--- src/rtl/gprq_pkg.sv ---
// ----------------------------------------------------------------------------
// gprq_pkg
// Shared types, register indexes and constants of the gamepad press
// qualifier.
// ----------------------------------------------------------------------------
`default_nettype none

package gprq_pkg;

	// default sizes
	localparam int NUM_KEYS_DEF    = 24;
	localparam int COUNT_WIDTH_DEF = 16;

	// keys produced by the front end: 14 buttons, 2 triggers, 8 stick directions
	localparam int KEY_TOTAL   = 24;
	localparam int NUM_BUTTONS = 14;
	localparam int NUM_AXES    = 4;

	// configuration port
	localparam int CFG_IDX_W  = 3;
	localparam int CFG_DATA_W = 16;

	localparam logic [CFG_IDX_W-1:0] REG_TRIG_ON    = 3'd0;
	localparam logic [CFG_IDX_W-1:0] REG_TRIG_OFF   = 3'd1;
	localparam logic [CFG_IDX_W-1:0] REG_STICK_ONP  = 3'd2;
	localparam logic [CFG_IDX_W-1:0] REG_STICK_ONN  = 3'd3;
	localparam logic [CFG_IDX_W-1:0] REG_STICK_OFFP = 3'd4;
	localparam logic [CFG_IDX_W-1:0] REG_STICK_OFFN = 3'd5;
	localparam logic [CFG_IDX_W-1:0] REG_DELAY      = 3'd6;
	localparam logic [CFG_IDX_W-1:0] REG_PERIOD     = 3'd7;

	// reset values of the registers
	localparam logic [7:0]         RST_TRIG_ON    = 8'd141;
	localparam logic [7:0]         RST_TRIG_OFF   = 8'd127;
	localparam logic [14:0]        RST_STICK_ONP  = 15'd18022;
	localparam logic signed [15:0] RST_STICK_ONN  = -16'sd18023;
	localparam logic [14:0]        RST_STICK_OFFP = 15'd16383;
	localparam logic signed [15:0] RST_STICK_OFFN = -16'sd16384;
	localparam logic [9:0]         RST_DELAY      = 10'd30;
	localparam logic [7:0]         RST_PERIOD     = 8'd6;

	// result fields
	localparam int KEY_IDX_W = 5;
	localparam int PRESS_W   = 14;
	localparam int PRESS_MAX = 16383;

	// button bit feeding each of the first 14 keys
	localparam logic [3:0] BUTTON_BIT [NUM_BUTTONS] =
		'{4'd12, 4'd13, 4'd14, 4'd15, 4'd9, 4'd8, 4'd0,
		  4'd1, 4'd2, 4'd3, 4'd4, 4'd5, 4'd6, 4'd7};

	// register file contents
	typedef struct packed {
		logic [7:0]         trig_on;
		logic [7:0]         trig_off;
		logic [14:0]        stick_onp;
		logic signed [15:0] stick_onn;
		logic [14:0]        stick_offp;
		logic signed [15:0] stick_offn;
		logic [9:0]         delay;
		logic [7:0]         period;
	} cfg_t;

	// divider status
	typedef struct packed {
		logic done;
		logic rem_zero;
	} div_stat_t;

endpackage

`default_nettype wire

--- src/rtl/gprq_front.sv ---
// ----------------------------------------------------------------------------
// gprq_front
// Accepts polls, runs trigger and stick hysteresis and pushes the pressed
// state of all keys into the key queue.
// ----------------------------------------------------------------------------
`default_nettype none

module gprq_front #(
	parameter int NUM_KEYS = gprq_pkg::NUM_KEYS_DEF
) (
	input  wire                      clk,
	input  wire                      arst_n,
	input  gprq_pkg::cfg_t           cfg,
	input  wire                      in_valid,
	output logic                     in_stall,
	input  wire                      sample_valid,
	input  wire  [15:0]              button_bits,
	input  wire  [7:0]               left_trigger_raw,
	input  wire  [7:0]               right_trigger_raw,
	input  wire  signed [15:0]       left_stick_x,
	input  wire  signed [15:0]       left_stick_y,
	input  wire  signed [15:0]       right_stick_x,
	input  wire  signed [15:0]       right_stick_y,
	input  wire                      queue_full,
	output logic                     push,
	output logic [NUM_KEYS-1:0]      pressed
);
	import gprq_pkg::*;

	localparam logic [1:0] DIR_CENTER = 2'd0;
	localparam logic [1:0] DIR_POS    = 2'd1;
	localparam logic [1:0] DIR_NEG    = 2'd2;

	logic [1:0]         trig_q;
	logic [1:0]         dir_q [NUM_AXES];
	logic [1:0]         trig_d;
	logic [1:0]         dir_d [NUM_AXES];
	logic signed [16:0] axis_raw [NUM_AXES];
	logic [15:0]        btn;
	logic [7:0]         lt;
	logic [7:0]         rt;
	logic [KEY_TOTAL-1:0] key_src;
	logic [31:0]        key_wide;

	// trigger latch: on test wins over off test
	function automatic logic trig_next(input logic cur, input logic [7:0] raw,
	                                   input cfg_t c);
		logic r;
		r = cur;
		if (raw >= c.trig_on)
			r = 1'b1;
		else if (raw <= c.trig_off)
			r = 1'b0;
		return r;
	endfunction

	// axis direction; Y axes swap the roles of the on thresholds
	function automatic logic [1:0] axis_next(input logic [1:0] cur,
	                                         input logic signed [16:0] raw,
	                                         input logic inv, input cfg_t c);
		logic signed [16:0] onp;
		logic signed [16:0] onn;
		logic signed [16:0] offp;
		logic signed [16:0] offn;
		logic               pos;
		logic               neg;
		logic [1:0]         r;
		onp  = signed'({2'b00, c.stick_onp});
		offp = signed'({2'b00, c.stick_offp});
		onn  = 17'(c.stick_onn);
		offn = 17'(c.stick_offn);
		pos  = inv ? (raw <= onn) : (raw >= onp);
		neg  = inv ? (raw >= onp) : (raw <= onn);
		r    = cur;
		if (pos)
			r = DIR_POS;
		else if (neg)
			r = DIR_NEG;
		else if (raw >= offn && raw <= offp)
			r = DIR_CENTER;
		return r;
	endfunction

	assign in_stall = queue_full;
	assign push     = in_valid && !queue_full;

	// a failed poll reads as all zero with cleared hysteresis state
	always_comb begin
		btn         = sample_valid ? button_bits : 16'd0;
		lt          = sample_valid ? left_trigger_raw : 8'd0;
		rt          = sample_valid ? right_trigger_raw : 8'd0;
		axis_raw[0] = sample_valid ? 17'(left_stick_x) : 17'sd0;
		axis_raw[1] = sample_valid ? 17'(left_stick_y) : 17'sd0;
		axis_raw[2] = sample_valid ? 17'(right_stick_x) : 17'sd0;
		axis_raw[3] = sample_valid ? 17'(right_stick_y) : 17'sd0;
		trig_d[0]   = trig_next(sample_valid && trig_q[0], lt, cfg);
		trig_d[1]   = trig_next(sample_valid && trig_q[1], rt, cfg);
		for (int a = 0; a < NUM_AXES; a++) begin
			dir_d[a] = axis_next(sample_valid ? dir_q[a] : DIR_CENTER, axis_raw[a],
			                     a[0], cfg);
		end
	end

	// key map
	always_comb begin
		key_src = '0;
		for (int k = 0; k < NUM_BUTTONS; k++) begin
			key_src[k] = btn[BUTTON_BIT[k]];
		end
		key_src[NUM_BUTTONS]     = trig_d[0];
		key_src[NUM_BUTTONS + 1] = trig_d[1];
		for (int a = 0; a < NUM_AXES; a++) begin
			key_src[NUM_BUTTONS + 2 + 2*a] = (dir_d[a] == DIR_POS);
			key_src[NUM_BUTTONS + 3 + 2*a] = (dir_d[a] == DIR_NEG);
		end
		key_wide = 32'(key_src);
		pressed  = key_wide[NUM_KEYS-1:0];
	end

	// hysteresis state
	always_ff @(posedge clk or negedge arst_n) begin
		if (!arst_n) begin
			trig_q <= '0;
			for (int a = 0; a < NUM_AXES; a++) begin
				dir_q[a] <= DIR_CENTER;
			end
		end else if (push) begin
			trig_q <= trig_d;
			for (int a = 0; a < NUM_AXES; a++) begin
				dir_q[a] <= dir_d[a];
			end
		end
	end

endmodule

`default_nettype wire

--- src/rtl/gprq_fifo.sv ---
// ----------------------------------------------------------------------------
// gprq_fifo
// Two-entry queue of pressed-key vectors between front end and key scan.
// ----------------------------------------------------------------------------
`default_nettype none

module gprq_fifo #(
	parameter int WIDTH = gprq_pkg::NUM_KEYS_DEF
) (
	input  wire              clk,
	input  wire              arst_n,
	input  wire              push,
	input  wire  [WIDTH-1:0] wdata,
	input  wire              pop,
	output logic [WIDTH-1:0] rdata,
	output logic             full,
	output logic             empty
);
	localparam int DEPTH = 2;
	localparam int AW    = $clog2(DEPTH);
	localparam int CNTW  = $clog2(DEPTH + 1);

	logic [WIDTH-1:0] mem_q [DEPTH];
	logic [AW-1:0]    wr_q;
	logic [AW-1:0]    rd_q;
	logic [CNTW-1:0]  cnt_q;

	assign full  = (cnt_q == CNTW'(DEPTH));
	assign empty = (cnt_q == '0);
	assign rdata = mem_q[rd_q];

	// storage
	always_ff @(posedge clk) begin
		if (push)
			mem_q[wr_q] <= wdata;
	end

	// pointers and fill count
	always_ff @(posedge clk or negedge arst_n) begin
		if (!arst_n) begin
			wr_q  <= '0;
			rd_q  <= '0;
			cnt_q <= '0;
		end else begin
			if (push)
				wr_q <= wr_q + AW'(1);
			if (pop)
				rd_q <= rd_q + AW'(1);
			if (push && !pop)
				cnt_q <= cnt_q + CNTW'(1);
			else if (pop && !push)
				cnt_q <= cnt_q - CNTW'(1);
		end
	end

endmodule

`default_nettype wire

--- src/rtl/gprq_div.sv ---
// ----------------------------------------------------------------------------
// gprq_div
// Bit-serial restoring divider, one quotient bit per cycle, for the repeat
// number and the repeat-phase test.
// ----------------------------------------------------------------------------
`default_nettype none

module gprq_div #(
	parameter int COUNT_WIDTH = gprq_pkg::COUNT_WIDTH_DEF
) (
	input  wire                         clk,
	input  wire                         arst_n,
	input  wire                         start,
	input  wire  [COUNT_WIDTH-1:0]      dividend,
	input  wire  [7:0]                  divisor,
	output logic [COUNT_WIDTH-1:0]      quot,
	output gprq_pkg::div_stat_t         stat
);
	import gprq_pkg::*;

	localparam int SW = $clog2(COUNT_WIDTH);

	logic                   busy_q;
	logic                   done_q;
	logic [SW-1:0]          step_q;
	logic [7:0]             rem_q;
	logic [COUNT_WIDTH-1:0] quo_q;
	logic [8:0]             trial;
	logic                   ge;
	logic [7:0]             rem_d;

	// one restoring step
	always_comb begin
		trial = {rem_q, quo_q[COUNT_WIDTH-1]};
		ge    = (trial >= {1'b0, divisor});
		rem_d = ge ? 8'(trial - {1'b0, divisor}) : trial[7:0];
	end

	assign quot          = quo_q;
	assign stat.done     = done_q;
	assign stat.rem_zero = (rem_q == 8'd0);

	always_ff @(posedge clk) begin
		if (start) begin
			quo_q <= dividend;
			rem_q <= 8'd0;
		end else if (busy_q) begin
			quo_q <= {quo_q[COUNT_WIDTH-2:0], ge};
			rem_q <= rem_d;
		end
	end

	always_ff @(posedge clk or negedge arst_n) begin
		if (!arst_n) begin
			busy_q <= 1'b0;
			done_q <= 1'b0;
			step_q <= '0;
		end else if (start) begin
			busy_q <= 1'b1;
			done_q <= 1'b0;
			step_q <= '0;
		end else if (busy_q) begin
			step_q <= step_q + SW'(1);
			if (step_q == SW'(COUNT_WIDTH - 1)) begin
				busy_q <= 1'b0;
				done_q <= 1'b1;
			end
		end
	end

endmodule

`default_nettype wire

--- src/rtl/gprq_back.sv ---
// ----------------------------------------------------------------------------
// gprq_back
// Key scan: walks the keys of one queued poll in index order, updates the
// held counts and emits press, repeat and release items.
// ----------------------------------------------------------------------------
`default_nettype none

module gprq_back #(
	parameter int NUM_KEYS    = gprq_pkg::NUM_KEYS_DEF,
	parameter int COUNT_WIDTH = gprq_pkg::COUNT_WIDTH_DEF
) (
	input  wire                              clk,
	input  wire                              arst_n,
	input  gprq_pkg::cfg_t                   cfg,
	input  wire                              q_empty,
	input  wire  [NUM_KEYS-1:0]              q_data,
	output logic                             q_pop,
	output logic                             out_valid,
	input  wire                              out_stall,
	output logic [gprq_pkg::KEY_IDX_W-1:0]   key_index,
	output logic [gprq_pkg::PRESS_W-1:0]     press_value,
	output logic                             last_event
);
	import gprq_pkg::*;

	localparam int KW = (NUM_KEYS > 1) ? $clog2(NUM_KEYS) : 1;
	localparam int CW = COUNT_WIDTH;

	localparam logic [1:0] ST_IDLE  = 2'd0;
	localparam logic [1:0] ST_SCAN  = 2'd1;
	localparam logic [1:0] ST_DIV   = 2'd2;
	localparam logic [1:0] ST_FLUSH = 2'd3;

	logic [1:0]           state_q;
	logic [NUM_KEYS-1:0]  vec_q;
	logic [KW-1:0]        k_q;
	logic [CW-1:0]        count_q [NUM_KEYS];

	// last event found, held until the next one shows it is not the last
	logic                 pend_valid_q;
	logic [KEY_IDX_W-1:0] pend_key_q;
	logic [PRESS_W-1:0]   pend_val_q;

	logic                 out_valid_q;
	logic [KEY_IDX_W-1:0] out_key_q;
	logic [PRESS_W-1:0]   out_val_q;
	logic                 out_last_q;

	logic [CW-1:0]        cur;
	logic [CW-1:0]        cnt_inc;
	logic                 key_on;
	logic                 past_delay;
	logic [CW-1:0]        div_arg;
	logic [7:0]           period_eff;
	logic [CW-1:0]        quot;
	div_stat_t            dstat;
	logic [32:0]          quot_ext;
	logic [PRESS_W-1:0]   repeat_val;

	logic                 div_start;
	logic                 ev_now;
	logic [PRESS_W-1:0]   ev_val;
	logic                 key_done;
	logic                 cnt_wr;
	logic [CW-1:0]        cnt_new;
	logic                 out_free;
	logic                 blocked;
	logic                 advance;
	logic                 last_key;

	// current key
	always_comb begin
		cur        = count_q[k_q];
		cnt_inc    = cur + CW'(1);
		key_on     = vec_q[k_q];
		past_delay = (33'(cnt_inc) > 33'(cfg.delay));
		div_arg    = CW'(33'(cnt_inc) - 33'(cfg.delay));
		period_eff = (cfg.period == 8'd0) ? 8'd1 : cfg.period;
		quot_ext   = 33'(quot);
		repeat_val = (quot_ext >= 33'(PRESS_MAX)) ? PRESS_W'(PRESS_MAX)
		                                          : PRESS_W'(quot_ext + 33'd1);
		last_key   = (k_q == KW'(NUM_KEYS - 1));
	end

	// per-key decision
	always_comb begin
		div_start = 1'b0;
		ev_now    = 1'b0;
		ev_val    = '0;
		key_done  = 1'b0;
		cnt_wr    = 1'b0;
		cnt_new   = cnt_inc;
		case (state_q)
			ST_SCAN: begin
				if (key_on) begin
					if (&cur) begin
						key_done = 1'b1;
					end else if (cnt_inc == CW'(1)) begin
						ev_now   = 1'b1;
						ev_val   = PRESS_W'(1);
						cnt_wr   = 1'b1;
						key_done = 1'b1;
					end else if (past_delay) begin
						div_start = 1'b1;
					end else begin
						cnt_wr   = 1'b1;
						key_done = 1'b1;
					end
				end else begin
					key_done = 1'b1;
					if (cur != '0) begin
						ev_now  = 1'b1;
						cnt_wr  = 1'b1;
						cnt_new = '0;
					end
				end
			end
			ST_DIV: begin
				if (dstat.done) begin
					ev_now   = dstat.rem_zero;
					ev_val   = repeat_val;
					cnt_wr   = 1'b1;
					key_done = 1'b1;
				end
			end
			default: begin
			end
		endcase
	end

	assign out_free = !out_valid_q || !out_stall;
	assign blocked  = ev_now && pend_valid_q && !out_free;
	assign advance  = key_done && !blocked;
	assign q_pop    = (state_q == ST_IDLE) && !q_empty;

	assign out_valid   = out_valid_q;
	assign key_index   = out_key_q;
	assign press_value = out_val_q;
	assign last_event  = out_last_q;

	// scan sequencer
	always_ff @(posedge clk or negedge arst_n) begin
		if (!arst_n) begin
			state_q      <= ST_IDLE;
			k_q          <= '0;
			pend_valid_q <= 1'b0;
		end else begin
			case (state_q)
				ST_IDLE: begin
					if (!q_empty) begin
						k_q     <= '0;
						state_q <= ST_SCAN;
					end
				end
				ST_SCAN, ST_DIV: begin
					if (div_start) begin
						state_q <= ST_DIV;
					end else if (advance) begin
						if (ev_now)
							pend_valid_q <= 1'b1;
						if (last_key) begin
							state_q <= ST_FLUSH;
						end else begin
							k_q     <= k_q + KW'(1);
							state_q <= ST_SCAN;
						end
					end
				end
				ST_FLUSH: begin
					if (!pend_valid_q) begin
						state_q <= ST_IDLE;
					end else if (out_free) begin
						pend_valid_q <= 1'b0;
						state_q      <= ST_IDLE;
					end
				end
				default: begin
					state_q <= ST_IDLE;
				end
			endcase
		end
	end

	// poll vector and pending item
	always_ff @(posedge clk) begin
		if (q_pop)
			vec_q <= q_data;
		if (advance && ev_now) begin
			pend_key_q <= KEY_IDX_W'(k_q);
			pend_val_q <= ev_val;
		end
	end

	// held counts
	always_ff @(posedge clk or negedge arst_n) begin
		if (!arst_n) begin
			for (int k = 0; k < NUM_KEYS; k++) begin
				count_q[k] <= '0;
			end
		end else if (advance && cnt_wr) begin
			count_q[k_q] <= cnt_new;
		end
	end

	// output register
	always_ff @(posedge clk or negedge arst_n) begin
		if (!arst_n) begin
			out_valid_q <= 1'b0;
		end else if ((advance && ev_now && pend_valid_q) ||
		             (state_q == ST_FLUSH && pend_valid_q && out_free)) begin
			out_valid_q <= 1'b1;
		end else if (!out_stall) begin
			out_valid_q <= 1'b0;
		end
	end

	always_ff @(posedge clk) begin
		if ((advance && ev_now && pend_valid_q) ||
		    (state_q == ST_FLUSH && pend_valid_q && out_free)) begin
			out_key_q  <= pend_key_q;
			out_val_q  <= pend_val_q;
			out_last_q <= (state_q == ST_FLUSH);
		end
	end

	gprq_div #(
		.COUNT_WIDTH(COUNT_WIDTH)
	) u_div (
		.clk     (clk),
		.arst_n  (arst_n),
		.start   (div_start),
		.dividend(div_arg),
		.divisor (period_eff),
		.quot    (quot),
		.stat    (dstat)
	);

endmodule

`default_nettype wire

--- src/rtl/gamepad_press_repeat_qualifier_top.sv ---
// ----------------------------------------------------------------------------
// gamepad_press_repeat_qualifier_top
// Gamepad poll to key press, auto-repeat and release items.
// ----------------------------------------------------------------------------
// Each accepted poll is classified at once by the front end (trigger and
// stick hysteresis) and queued as one pressed bit per key; the queue holds
// two polls. The key scan then visits the keys in index order, one key per
// cycle unless the output stalls or the divider runs, and a pressed key whose
// held count has passed the delay register also runs the bit-serial divider.
// The serial key scan and the divider set how long a poll takes. Results
// leave through an output register, one per cycle at best; last_event marks
// the last item of a poll, and a poll that changes nothing yields no item.
// Registers are written through cfg_we/cfg_index/cfg_data; the user must
// write them only while the block is idle, as the block does not enforce it.
// ----------------------------------------------------------------------------
`default_nettype none

module gamepad_press_repeat_qualifier_top #(
	parameter int NUM_KEYS    = gprq_pkg::NUM_KEYS_DEF,
	parameter int COUNT_WIDTH = gprq_pkg::COUNT_WIDTH_DEF
) (
	input  wire                              clk,
	input  wire                              arst_n,
	// configuration
	input  wire                              cfg_we,
	input  wire  [gprq_pkg::CFG_IDX_W-1:0]   cfg_index,
	input  wire  [gprq_pkg::CFG_DATA_W-1:0]  cfg_data,
	// poll channel
	input  wire                              in_valid,
	output logic                             in_stall,
	input  wire                              sample_valid,
	input  wire  [15:0]                      button_bits,
	input  wire  [7:0]                       left_trigger_raw,
	input  wire  [7:0]                       right_trigger_raw,
	input  wire  signed [15:0]               left_stick_x,
	input  wire  signed [15:0]               left_stick_y,
	input  wire  signed [15:0]               right_stick_x,
	input  wire  signed [15:0]               right_stick_y,
	// result channel
	output logic                             out_valid,
	input  wire                              out_stall,
	output logic [gprq_pkg::KEY_IDX_W-1:0]   key_index,
	output logic [gprq_pkg::PRESS_W-1:0]     press_value,
	output logic                             last_event
);
	import gprq_pkg::*;

	cfg_t                cfg_q;
	logic                push;
	logic [NUM_KEYS-1:0] pressed;
	logic [NUM_KEYS-1:0] q_data;
	logic                q_full;
	logic                q_empty;
	logic                q_pop;

	// register file
	always_ff @(posedge clk or negedge arst_n) begin
		if (!arst_n) begin
			cfg_q.trig_on    <= RST_TRIG_ON;
			cfg_q.trig_off   <= RST_TRIG_OFF;
			cfg_q.stick_onp  <= RST_STICK_ONP;
			cfg_q.stick_onn  <= RST_STICK_ONN;
			cfg_q.stick_offp <= RST_STICK_OFFP;
			cfg_q.stick_offn <= RST_STICK_OFFN;
			cfg_q.delay      <= RST_DELAY;
			cfg_q.period     <= RST_PERIOD;
		end else if (cfg_we) begin
			case (cfg_index)
				REG_TRIG_ON:    cfg_q.trig_on    <= cfg_data[7:0];
				REG_TRIG_OFF:   cfg_q.trig_off   <= cfg_data[7:0];
				REG_STICK_ONP:  cfg_q.stick_onp  <= cfg_data[14:0];
				REG_STICK_ONN:  cfg_q.stick_onn  <= cfg_data;
				REG_STICK_OFFP: cfg_q.stick_offp <= cfg_data[14:0];
				REG_STICK_OFFN: cfg_q.stick_offn <= cfg_data;
				REG_DELAY:      cfg_q.delay      <= cfg_data[9:0];
				REG_PERIOD:     cfg_q.period     <= cfg_data[7:0];
				default: begin
				end
			endcase
		end
	end

	gprq_front #(
		.NUM_KEYS(NUM_KEYS)
	) u_front (
		.clk              (clk),
		.arst_n           (arst_n),
		.cfg              (cfg_q),
		.in_valid         (in_valid),
		.in_stall         (in_stall),
		.sample_valid     (sample_valid),
		.button_bits      (button_bits),
		.left_trigger_raw (left_trigger_raw),
		.right_trigger_raw(right_trigger_raw),
		.left_stick_x     (left_stick_x),
		.left_stick_y     (left_stick_y),
		.right_stick_x    (right_stick_x),
		.right_stick_y    (right_stick_y),
		.queue_full       (q_full),
		.push             (push),
		.pressed          (pressed)
	);

	gprq_fifo #(
		.WIDTH(NUM_KEYS)
	) u_fifo (
		.clk   (clk),
		.arst_n(arst_n),
		.push  (push),
		.wdata (pressed),
		.pop   (q_pop),
		.rdata (q_data),
		.full  (q_full),
		.empty (q_empty)
	);

	gprq_back #(
		.NUM_KEYS   (NUM_KEYS),
		.COUNT_WIDTH(COUNT_WIDTH)
	) u_back (
		.clk        (clk),
		.arst_n     (arst_n),
		.cfg        (cfg_q),
		.q_empty    (q_empty),
		.q_data     (q_data),
		.q_pop      (q_pop),
		.out_valid  (out_valid),
		.out_stall  (out_stall),
		.key_index  (key_index),
		.press_value(press_value),
		.last_event (last_event)
	);

endmodule

`default_nettype wire

--- config.mk ---
export PLATFORM = sky130hd
export DESIGN_NAME = gamepad_press_repeat_qualifier_top
export DESIGN_NICKNAME = d
export VERILOG_FILES = /design/src/rtl/gprq_pkg.sv /design/src/rtl/gprq_front.sv /design/src/rtl/gprq_fifo.sv /design/src/rtl/gprq_div.sv /design/src/rtl/gprq_back.sv /design/src/rtl/gamepad_press_repeat_qualifier_top.sv
export SDC_FILE = /design/constraint.sdc
export NUM_CORES = 1
export LEC_CHECK = 0
export ABC_AREA = 1
export CORE_UTILIZATION = 59
export DETAILED_ROUTE_END_ITERATION = 10
export DONT_BUFFER_PORTS = 1
export GPL_ROUTABILITY_DRIVEN = 0
export PLACE_DENSITY = 0.82
export SYNTH_ARGS = -nofsm -noshare
export SYNTH_HDL_FRONTEND = slang
export SYNTH_SLANG_ARGS = --single-unit
export TNS_END_PERCENT = 5
--- constraint.sdc ---
create_clock -name clk -period 6 [get_ports clk]
set_clock_uncertainty 0.05 [all_clocks]
set_input_delay 0.3 -clock clk [delete_from_list [all_inputs] [get_ports clk]]
set_output_delay 0.3 -clock clk [all_outputs]
set_load 0.05 [all_outputs]
## Yosys cells after proc, flatten, opt, wreduce, memory -nomap -nowiden

Memories as Yosys holds them, arrays and structs flattened. A register that Yosys moved wholly into a read port is not among the register bits.
Index checks and enable logic that the tools add are counted.
Widths: inputs -> output; s select.

| operators by class | value |
|---|---|
| $add $sub $neg | 10 |
| $lt $le $gt $ge | 26 |
| eq/ne operators | 30 |
| mux-type cells | 100 |
| bitwise logic cells | 1 |
| reduce and logical (&&, ||, !) cells | 54 |

Operators by type and width:

| kind | number |
|---|---|
| $bwmux 384 | 1 |
| $mux 16 | 9 |
| $ge 17x16->1 | 8 |
| $le 17x16->1 | 8 |
| $bmux 16 s5 | 1 |
| $demux 16 s5 | 1 |
| $mux 17 | 4 |
| $mux 14 | 4 |
| $mux 2 | 24 |
| $mux 1 | 38 |
| $mux 8 | 4 |
| $pmux 14 s2 | 1 |
| $mux 5 | 4 |
| $logic_and 1x1->1 | 19 |
| $reduce_and 2->1 | 9 |
| $add 16x1->16 const B | 1 |
| $eq 16x1->1 const B | 1 |
| $ge 16x14->1 const B | 1 |
| $ge 8x8->1 | 2 |
| $gt 16x10->1 | 1 |
| $le 8x8->1 | 2 |
| $logic_not 8->1 | 2 |
| $reduce_and 16->1 | 1 |
| $reduce_bool 16->1 | 1 |
| 38 further kinds | 74 |

| word-level totals | value |
|---|---|
| flip-flop bits (word level) | 572 |
| RAM bits | 48 |
| bits of input ports | 121 |
| output and inout bits | 22 |
| word-level logic and storage cells | 276 |
| memories kept | 1 |

Memories:

| name | depth | width | read ports | clocked after Yosys merged registers in | write ports | RTL line | source |
|---|---|---|---|---|---|---|---|
| u_fifo.mem_q | 2 | 24 | 1 | 1 | 1 | gprq_fifo.sv:23 | `logic [WIDTH-1:0] mem_q [DEPTH];` |

## Logic depth before layout (Yosys ltp)

Gate-level depths: netlist of the first run.

| logic depth | value |
|---|---|
| depth in word-level cells | 18 |
| gate-level depth with buffers | 39 |

## Hierarchy

From an unflattened synthesis of the first run, not the netlist that was laid out.

| second synthesis, totals | value |
|---|---|
| cells, all modules | 5,468 |
| area total of the unflattened synthesis | 40,147.3 um2 |

Modules (own cells, without submodules):

| module | times used | cells an instance | area an instance (um2) |
|---|---|---|---|
| gprq_back | 1 | 3,331 | 24,163.2 |
| gprq_front | 1 | 1,368 | 8,309.2 |
| gamepad_press_repeat_qualifier_top | 1 | 432 | 3,824.9 |
| gprq_fifo | 1 | 100 | 2,040.7 |
| gprq_div | 1 | 237 | 1,809.2 |

## Worst setup path before layout of the first run

No wires, ideal clock.

| path | value |
|---|---|
| path kind | register to register |
| start point | reg u_back.k_q[0] |
| end point | reg u_back.out_key_q[0], in the netlist u_back.key_index[0], enable pin |
| library setup time | 425 ps |
| arrival time | 5,708 ps |
| slack | -183 ps |
| cell stages (with the launch flop) | 38 |
| period minus slack after synthesis | 6,183 ps |
| cells stage by stage | dfrtp_1 buf_6 inv_4 buf_6 buf_2 nand2_1 nand3_1 nand2_1 nand2_1 nand2_1 nor2_1 nand2_2 ha_1 nand2_1 inv_1 nand2_1 nand2_1 inv_1 [2 not listed] o21ai_0 a21oi_1 nor2_1 nor2_1 o21ai_0 nand3_1 and3_1 nand3_1 nand2_1 nand2_1 nand4_1 nand2_1 nand2_2 buf_6 nand2_1 nor2_1 nand2_1 o21ai_0 |

| on the way | value |
|---|---|
| cells in the longest elaborated chain, start to end | 17 |

Ends and longest elaborated chain:

| item | RTL line | source |
|---|---|---|
| from (decl) | gprq_back.sv:36 | `logic [KW-1:0] k_q;` |
| from (signal assigned) | gprq_back.sv:164 | `k_q <= k_q + KW'(1);` |
| branches (longest 14 deep; another with $add 16x1->16) | - |  |
| $logic_and 1x1->1 * (2 in series) | gprq_back.sv:218 | `if ((advance && ev_now && pend_valid_q) \|\|` |
| $logic_or 1x1->1 * | gprq_back.sv:218 |  |
| to (signal assigned) | gprq_back.sv:220 | `out_key_q <= pend_key_q;` |
| to (decl) | gprq_back.sv:45 | `logic [KEY_IDX_W-1:0] out_key_q;` |

Every way passes the cells marked *. The select of a mux whose other input is x is not followed.
A chain may end at the register's enable or synchronous reset.

## Worst setup path in the final report of the first run

| path | value |
|---|---|
| start point | reg u_back.k_q[1] |
| end point | reg u_back.count_q[70] in the netlist's numbering |

| on the way | value |
|---|---|
| cells in the longest elaborated chain, start to end | 15 |

Ends and longest elaborated chain:

| item | RTL line | source |
|---|---|---|
| branches (longest 15 deep; another with $add 16x1->16) | - |  |
| to (signal, indexed assignment) | gprq_back.sv:201 | `count_q[k_q] <= cnt_new;` |
| to (decl) | gprq_back.sv:37 | `logic [CW-1:0] count_q [NUM_KEYS];` |

Parallel ways; which one is timed is not known. The select of a mux whose other input is x is not followed.

==> results.rst, run 1 <==
.. list-table::
   :header-rows: 1

   * - Metric
     - Value
   * - Worst supply voltage drop on vdd
     - 0.536 mV
   * - Global-route wire length before repair
     - 160 mm
   * - Clock transition at the registers of the reported paths
     - 60 ps
   * - Failing checks
     - hold timing, slew limit
   * - Vert. Die Dim
     - 256 microns
   * - Critical Setup Path Class
     - reg -> reg
   * - Worst Setup Slack, final
     - 193 ps
   * - Largest net degree at the start of global routing
     - 510
   * - Required @ worst endpoint
     - 6410 ps
   * - Number of library cell types mapped by synthesis
     - 61
   * - Clock group share of total power
     - 23.1%
   * - Final instance area
     - 40900 sq um
   * - Seq pwr share
     - 32.8%
   * - Site row count
     - 92
   * - DRC Markers
     - 0
   * - Actual slew at the worst max-slew pin
     - 1530 ps
   * - Final Net Count
     - 5143
   * - Most used flip-flop cell after synthesis
     - sky130_fd_sc_hd__dfrtp_1
   * - Clock tree from TritonCTS
     - done
   * - Placement Cell Area
     - 38200 sq um
   * - Clock tree buffer depth
     - 3
   * - Category of cells accounting for the largest share of critical-path delay
     - simple AND/OR/NAND/NOR gates
   * - Average wire per cell in the routed design
     - 18.1 microns
   * - Worst hold path type
     - in -> async
   * - Run status
     - finished with violations
   * - Power density normalized to cell area
     - 447 nW/um^2
   * - Num Clock Sinks
     - 644
   * - Async SR Flop Fraction
     - 79.0%
   * - Starting Density
     - 60.1%
   * - Clock network latency to the later pin of the worst-skew pair
     - 630 ps
   * - RSZ-0062 raised after global routing
     - true
   * - Number of buffers and inverters on the critical path
     - 6
   * - Chip width
     - 256 microns
   * - DRC marker count from the first detailed-route iteration
     - 3465
   * - Input/output buffers
     - 0
   * - Post-synth EDFFs
     - 127
   * - Remaining global-route overflow
     - 0
   * - Post-Syn Area
     - 38100 sq um
   * - Net count of the mapped netlist
     - 5220
   * - Hold Slack
     - -631 ps
   * - Final Routed Wirelength
     - 101 mm
   * - Antenna violations before repair
     - 4
   * - Final worst-path cycle share
     - 96.8%
   * - Cell Int Power
     - 10.1 mW
   * - DRT Pass-1 Iters
     - 6
   * - Fraction of final layout cells sized beyond drive strength 1
     - 5.81%
   * - Cell types with the largest area share after synthesis
     - sky130_fd_sc_hd__dfrtp_1 (30%), sky130_fd_sc_hd__nand2_1 (15%), sky130_fd_sc_hd__ha_1 (10%)
   * - Core utilization of the finished layout
     - 64.5%
   * - Number of nets still failing antenna checks after routing
     - 0
   * - Total of hold buffers inserted after clock tree synthesis
     - 33
   * - Leakage power figure
     - 20.1 nW
   * - Total Die Area
     - 65600 sq um
   * - Dominant cell type by count on the critical path
     - sky130_fd_sc_hd__nand2_1
   * - Max Transition Viols Final
     - 57
   * - Via count of the first global-routing pass
     - 30500
   * - GRT Resource Usage Total
     - 30.6%
   * - Pre-CTS setup slack
     - 335 ps
   * - Growth of design area from synthesis to finish
     - 7.44%
   * - Via-per-instance ratio
     - 5.77
   * - Core Area
     - 63400 sq um
   * - Hold violation count in the final report
     - 460
   * - Slew Limit Headroom
     - -2.05%
   * - Final setup fails
     - 0
   * - Switching power as a share of total power
     - 44.6%
   * - Time the worst path needs with I/O delays and setup
     - 5810 ps
   * - Vias after detailed routing
     - 32400
   * - Number of top-level design ports
     - 143
   * - Fraction of post-synthesis cell area in the top cell type by area
     - 30.2%
   * - HPWL Detailed
     - 66.2 mm
   * - Synth Register Bits
     - 644
   * - Slowest stage cell, crit path
     - sky130_fd_sc_hd__dfrtp_4
   * - Switching power total
     - 8.15 mW
   * - Data arrival time at the worst-slack endpoint
     - 6210 ps
   * - Largest incremental delay on the critical path
     - 610 ps
   * - Power share of the combinational group
     - 44.1%
   * - Number of levels in the clock H-tree
     - 3
   * - Number of instances in the synthesized netlist
     - 4785
   * - Number of buffers created by CTS
     - 70
   * - Dominant cell type by area after synthesis
     - sky130_fd_sc_hd__dfrtp_1
   * - Setup crit start kind
     - register
   * - Highest fanout seen on the critical path
     - 58
   * - Yosys warns
     - 0
   * - Critical path capture point type
     - register
   * - Clock tree root buffer cell
     - sky130_fd_sc_hd__clkbuf_16
   * - Post-synthesis sequential area ratio
     - 44.0%
   * - Max-cap violations
     - 0
   * - Post-synthesis area per instance
     - 7.96 sq um
   * - Max Freq
     - 172 MHz
layout by cell type, fill, tap and decap left out, drive strengths merged, types with 4 or more instances in the layout:
master / n
nor3: 27
nand3: 152
inv: 559
a21o: 16
o22ai: 13
xnor2: 9
clkbuf: 97
nor2: 329
dfrtp: 460
xor2: 25
o41ai: 4
buf: 44
o21a: 6
ha: 312
nor4: 11
nand3b: 4
clkinvlp: 4
nand4: 78
o21ai: 670
o221ai: 5
dfxtp: 8
a32oi: 5
a211oi: 12
a31oi: 11
a21oi: 132
and3: 4
edfxtp: 127
clkinv: 20
o21bai: 5
a2111oi: 4
o211ai: 10
dfstp: 49
or2: 5
nand2: 1488
dlygate4sd3: 33
worst reg2reg max path: cells and delay by family (launching register included):
kind | cells | cell delay (ps)
AO/OA/AOI/OAI | 6 | 770
adder cells (fa/ha/maj) | 2 | 620
buffers and inverters | 6 | 940
flip-flops | 1 | 610
AND/OR/NAND/NOR | 20 | 2660
metal layers:
metal | track usage, % | vias to the layer above | routed length (microns)
met5 | 0 | - | 77
met4 | 18.1 | 4 | 6110
met2 | 50.0 | 1414 | 46900
met3 | 4.13 | 328 | 7790
li1 | - | 15400 | -
met1 | 38.8 | 15200 | 40400
sequential cells by signal (all words and copies together) (netlist names), 4 cells and up:
name                 flops
u_back.vec_q            24
u_back.u_div.step_q      4
u_fifo.mem_q            48
u_front.dir_q            8
u_back.count_q         384
u_back.pend_val_q       14
u_back.u_div.rem_q       8
u_back.k_q               5
u_back.key_index         5
u_back.press_value      14
u_back.pend_key_q        5
u_back.u_div.quot       16
cfg_q                   96
power groups by stage:
stage / clock network, mW / registers (mW) / logic, mW
final: 4.22 / 6.00 / 8.06
after global routing: 4.43 / 6.07 / 8.87
after CTS: 4.26 / 5.98 / 7.82
after detailed placement: 0 / 6.05 / 7.73
after global placement: 0 / 6.02 / 7.53
after floorplan: 0 / 5.87 / 5.98
path summary, 6_finish.rpt:
kind | start | end | slack, ps | cells past startpoint
worst max-delay path | u_back.k_q[1] | u_back.count_q[70] | 190 | 34
worst max register to register | u_back.k_q[1] | u_back.count_q[70] | 190 | 34
max in group asynchronous | arst_n | u_back.u_div.done_q | 5340 | 0
worst min register to register | u_back.pend_val_q[1] | u_back.press_value[1] | 370 | 0
worst min-delay path | arst_n | u_back.count_q[90] | -630 | 0
min in group clk | cfg_index[1] | cfg_q[2] | 40 | 4
cell type report:
class	count	area, sq um
diodes	1	2.50
fillers	5155	22500
inverters	554	2090
clock buffers	97	1950
multi-input cells	3361	18000
well taps	846	1060
flip-flops and latches	644	16800
clock inverters	31	295
repair buffers	77	777
cell usage after synthesis (20+ instances only):
library cell / instances
sky130_fd_sc_hd__clkbuf_1: 74
sky130_fd_sc_hd__edfxtp_1: 127
sky130_fd_sc_hd__nor2_1: 321
sky130_fd_sc_hd__buf_2: 94
sky130_fd_sc_hd__buf_4: 34
sky130_fd_sc_hd__nand3_1: 151
sky130_fd_sc_hd__dfrtp_1: 460
sky130_fd_sc_hd__ha_1: 312
sky130_fd_sc_hd__nand4_4: 20
sky130_fd_sc_hd__inv_1: 546
sky130_fd_sc_hd__nand4_1: 55
sky130_fd_sc_hd__buf_6: 21
sky130_fd_sc_hd__o21ai_0: 424
sky130_fd_sc_hd__o21ai_1: 245
sky130_fd_sc_hd__xor2_1: 25
sky130_fd_sc_hd__dfstp_2: 49
sky130_fd_sc_hd__a21oi_1: 131
sky130_fd_sc_hd__nand2_1: 1477
what timing repair did:
item,4_1_cts,5_1_grt
endpoints found under the hold margin,584,509
gates resized for setup,0,15
setup buffers,0,3
endpoints found under the setup margin,0,345
logic make-up after synthesis:
group                    Yosys count  synth area share (%)
XOR/XNOR                          34                 0.782
AO/OA/AOI/OAI                    908                  12.7
AND/OR/NAND/NOR                 2100                  23.1
flip-flops                       644                  44.0
multiplexers                       2                0.0526
buffers and inverters            783                  8.95
adder cells (fa/ha/maj)          314                  10.4
stage by stage:
step	hold WS, ps	total power [mW]	instances	setup TNS, ps
after CTS	-658	18.1	5604	0
after detailed placement	-0.932	13.8	5443	0
after global routing	-655	19.4	5611	-32330
after global placement	0.586	13.5	5443	0
after floorplan	-45.6	11.9	4785	0
final	-631	18.3	5611	0
Note: power is estimated with default switching activity, not from simulation.
==> run 2: changes to the inputs <==
Settings changed: CORE_ASPECT_RATIO from default to 1.5.
==> results.rst, run 2 (synthesis gave the netlist of run 1 again) <==
.. list-table::
   :header-rows: 1

   * - Metric
     - Value
   * - Run status
     - finished with violations
   * - Failing checks
     - hold timing, slew limit
   * - Clock tree from TritonCTS
     - done
   * - Worst hold path type
     - in -> async
   * - Final setup fails
     - 0 (unchanged)
   * - DRT Pass-1 Iters
     - 6 (unchanged)
   * - Clock network latency to the later pin of the worst-skew pair
     - 670 ps (+40 ps)
   * - Leakage power figure
     - 20.2 nW (+0.80%)
   * - Largest net degree at the start of global routing
     - 510 (unchanged)
   * - Placed Cells incl. Taps
     - 5433 (-0.18%)
   * - Via-per-instance ratio
     - 5.86 (+1.6%)
   * - Largest incremental delay on the critical path
     - 620 ps (about the same)
   * - Dominant cell type by count on the critical path
     - sky130_fd_sc_hd__nand2_1
   * - Number of fillers in the final layout
     - 5109 (-0.89%)
   * - Critical path capture point type
     - register
   * - Chip width
     - 209 microns (-18%)
   * - Largest regs
     - u_back.count_q x384, cfg_q x96, u_fifo.mem_q x48
   * - Final Net Count
     - 5174 (+0.60%)
   * - Seq pwr share
     - 31.9% (-0.9 points)
   * - Power density normalized to cell area
     - 454 nW/um^2 (+1.7%)
   * - Reg with most FFs
     - u_back.count_q
   * - Site row count
     - 113 (+23%)
   * - RSZ-0062 raised after global routing
     - false
   * - Number of levels in the clock H-tree
     - 2 (-1)
   * - Global-route track usage on met3
     - 6.10% (+2.0 points)
   * - Clock tree root buffer cell
     - sky130_fd_sc_hd__clkbuf_16
   * - GRT Resource Usage Total
     - 33.2% (+2.6 points)
   * - Final Routed Wirelength
     - 110 mm (+8.1%)
   * - Global-route wire length before repair
     - 169 mm (+5.5%)
   * - Input/output buffers
     - 0 (unchanged)
   * - Max reg flops
     - 384 (unchanged)
   * - Final worst-path cycle share
     - 95.4% (-1.4 points)
   * - Starting Density
     - 59.9% (-0.19 points)
   * - Max Transition Viols Final
     - 280 (+390%)
   * - Actual slew at the worst max-slew pin
     - 2010 ps (+475 ps)
   * - Leading cell types in the layout, fill and taps excluded
     - sky130_fd_sc_hd__nand2_1 (1473), sky130_fd_sc_hd__inv_1 (546), sky130_fd_sc_hd__dfrtp_1 (456)
   * - Max-cap violations
     - 0 (unchanged)
   * - Data arrival time at the worst-slack endpoint
     - 6160 ps (-50 ps)
   * - Slew Limit Headroom
     - -33.7% (-32 points)
   * - Number of top-level design ports
     - 143 (unchanged)
   * - Slowest stage cell, crit path
     - sky130_fd_sc_hd__nor3_4
   * - Clock transition at the registers of the reported paths
     - 60 ps (about the same)
   * - Antenna violations before repair
     - 5 (+1)
   * - Hold violation count in the final report
     - 460 (unchanged)
   * - Clock tree buffer depth
     - 3 (unchanged)
   * - Highest fanout seen on the critical path
     - 32 (-45%)
   * - Required @ worst endpoint
     - 6440 ps (+30 ps)
   * - Number of nets still failing antenna checks after routing
     - 0 (unchanged)
   * - Number of buffers created by CTS
     - 58 (-17%)
   * - Average wire per cell in the routed design
     - 19.6 microns (+8.4%)
   * - Final non-filler cell total
     - 5597 (-0.25%)
   * - Clock group share of total power
     - 21.0% (-2.1 points)
   * - Switching power as a share of total power
     - 45.7% (+1.1 points)
   * - Power share of the combinational group
     - 47.1% (+3.0 points)
   * - Num Clock Sinks
     - 644 (unchanged)
   * - Max Freq
     - 175 MHz (+1.4%)
   * - HPWL Detailed
     - 73.8 mm (+12%)
   * - Global-route track usage on met1
     - 36.3% (-2.5 points)
   * - Critical Setup Path Class
     - reg -> reg
   * - DRC Markers
     - 0 (unchanged)
   * - Switching power total
     - 8.56 mW (+5.0%)
   * - Vert. Die Dim
     - 313 microns (+22%)
   * - Cell Int Power
     - 10.2 mW (+0.57%)
   * - Total of hold buffers inserted after clock tree synthesis
     - 36 (+9.1%)
   * - Worst supply voltage drop on vdd
     - 0.419 mV (-22%)
   * - Met2 global-route usage
     - 55.0% (+5.0 points)
   * - Most common cell after layout, fill and taps aside
     - sky130_fd_sc_hd__nand2_1
   * - Vias after detailed routing
     - 32800 (+1.3%)
   * - Core Area
     - 63600 sq um (+0.31%)
   * - Total Die Area
     - 65600 sq um (about the same)
   * - Final Total Pwr
     - 18.7 mW (+2.6%)
   * - Fraction of final layout cells sized beyond drive strength 1
     - 6.58% (+0.77 points)
   * - Growth of design area from synthesis to finish
     - 8.30%
   * - Remaining global-route overflow
     - 0 (unchanged)
   * - Setup crit start kind
     - register
   * - Hold Slack
     - -710 ps (-79.0 ps)
   * - Total negative slack
     - 0 ps (unchanged)
   * - Via count of the first global-routing pass
     - 31700 (+3.9%)
   * - Time the worst path needs with I/O delays and setup
     - 5720 ps (-82.3 ps)
   * - DRC marker count from the first detailed-route iteration
     - 3192 (-7.9%)
   * - Most crowded layer after global routing
     - met2
run 2: worst paths after layout:
check / startpoint / end / slack [ps] / cells after the start
hold reg to reg: u_back.pend_val_q[13] / u_back.press_value[13] / 360 / 0
min in group clk: cfg_data[0] / cfg_q[65] / 30 / 2
setup / recovery: u_back.k_q[3] / u_back.count_q[111] / 280 / 32
max in group asynchronous: arst_n / u_back.k_q[0] / 4850 / 0
setup reg to reg: u_back.k_q[3] / u_back.count_q[111] / 280 / 32
hold / removal: arst_n / u_back.count_q[86] / -710 / 0
run 2: critical path, delay by kind of cell, from the launching register on:
| kind | cells | cell delay [ps] |
|---|---|---|
| flip-flops | 1 | 490 |
| adder cells (fa/ha/maj) | 2 | 600 |
| AND/OR/NAND/NOR | 19 | 2710 |
| AO/OA/AOI/OAI | 5 | 660 |
| buffers and inverters | 6 | 1030 |
run 2: repair_timing:
item,4_1_cts,5_1_grt
buffers inserted,0,9
endpoints found under the hold margin,635,509
resized for setup,0,38
setup endpoints to repair,0,435
run 2: power by group through the flow:
stage               registers [mW]  logic, mW  clock network, mW
finish                        5.99       8.84               3.93
global route                  6.06       9.61               4.11
CTS                           5.97       8.27               3.96
detailed placement            6.04       8.18                  0
global placement              6.01       7.98                  0
floorplan                     5.87       5.98                  0
run 2: area by class of cell:
type | count | area [sq um] | area share [%]
Sequential cell | 644 | 16800 | 40.7
Timing Repair Buffer | 120 | 1310 | 3.17
Tap cell | 805 | 1010 | 2.44
Clock buffer | 80 | 1650 | 3.99
Inverter | 554 | 2090 | 5.07
Clock inverter | 28 | 382 | 0.925
Multi-Input combinational cell | 3361 | 18000 | 43.7
Antenna cell | 5 | 12.5 | 0.0303
run 2: per-stage QoR:
stage	hold WS [ps]	cell area, sq um	worst slack (ps)	util (%)
3_5_place_dp	-10.6	38500	116	60.5
5_1_grt	-733	41200	0.00400	64.8
4_1_cts	-716	40900	85.2	64.2
3_3_place_gp	-12.3	38500	307	60.5
2_1_floorplan	-45.6	38100	144	-
6_report	-710	41300	275	64.8
run 2: per-layer routing:
metal	vias up	share of wire, %
met5	-	0
met4	0	10
met3	517	7.7
met2	1520	48
met1	15300	35
li1	15500	-
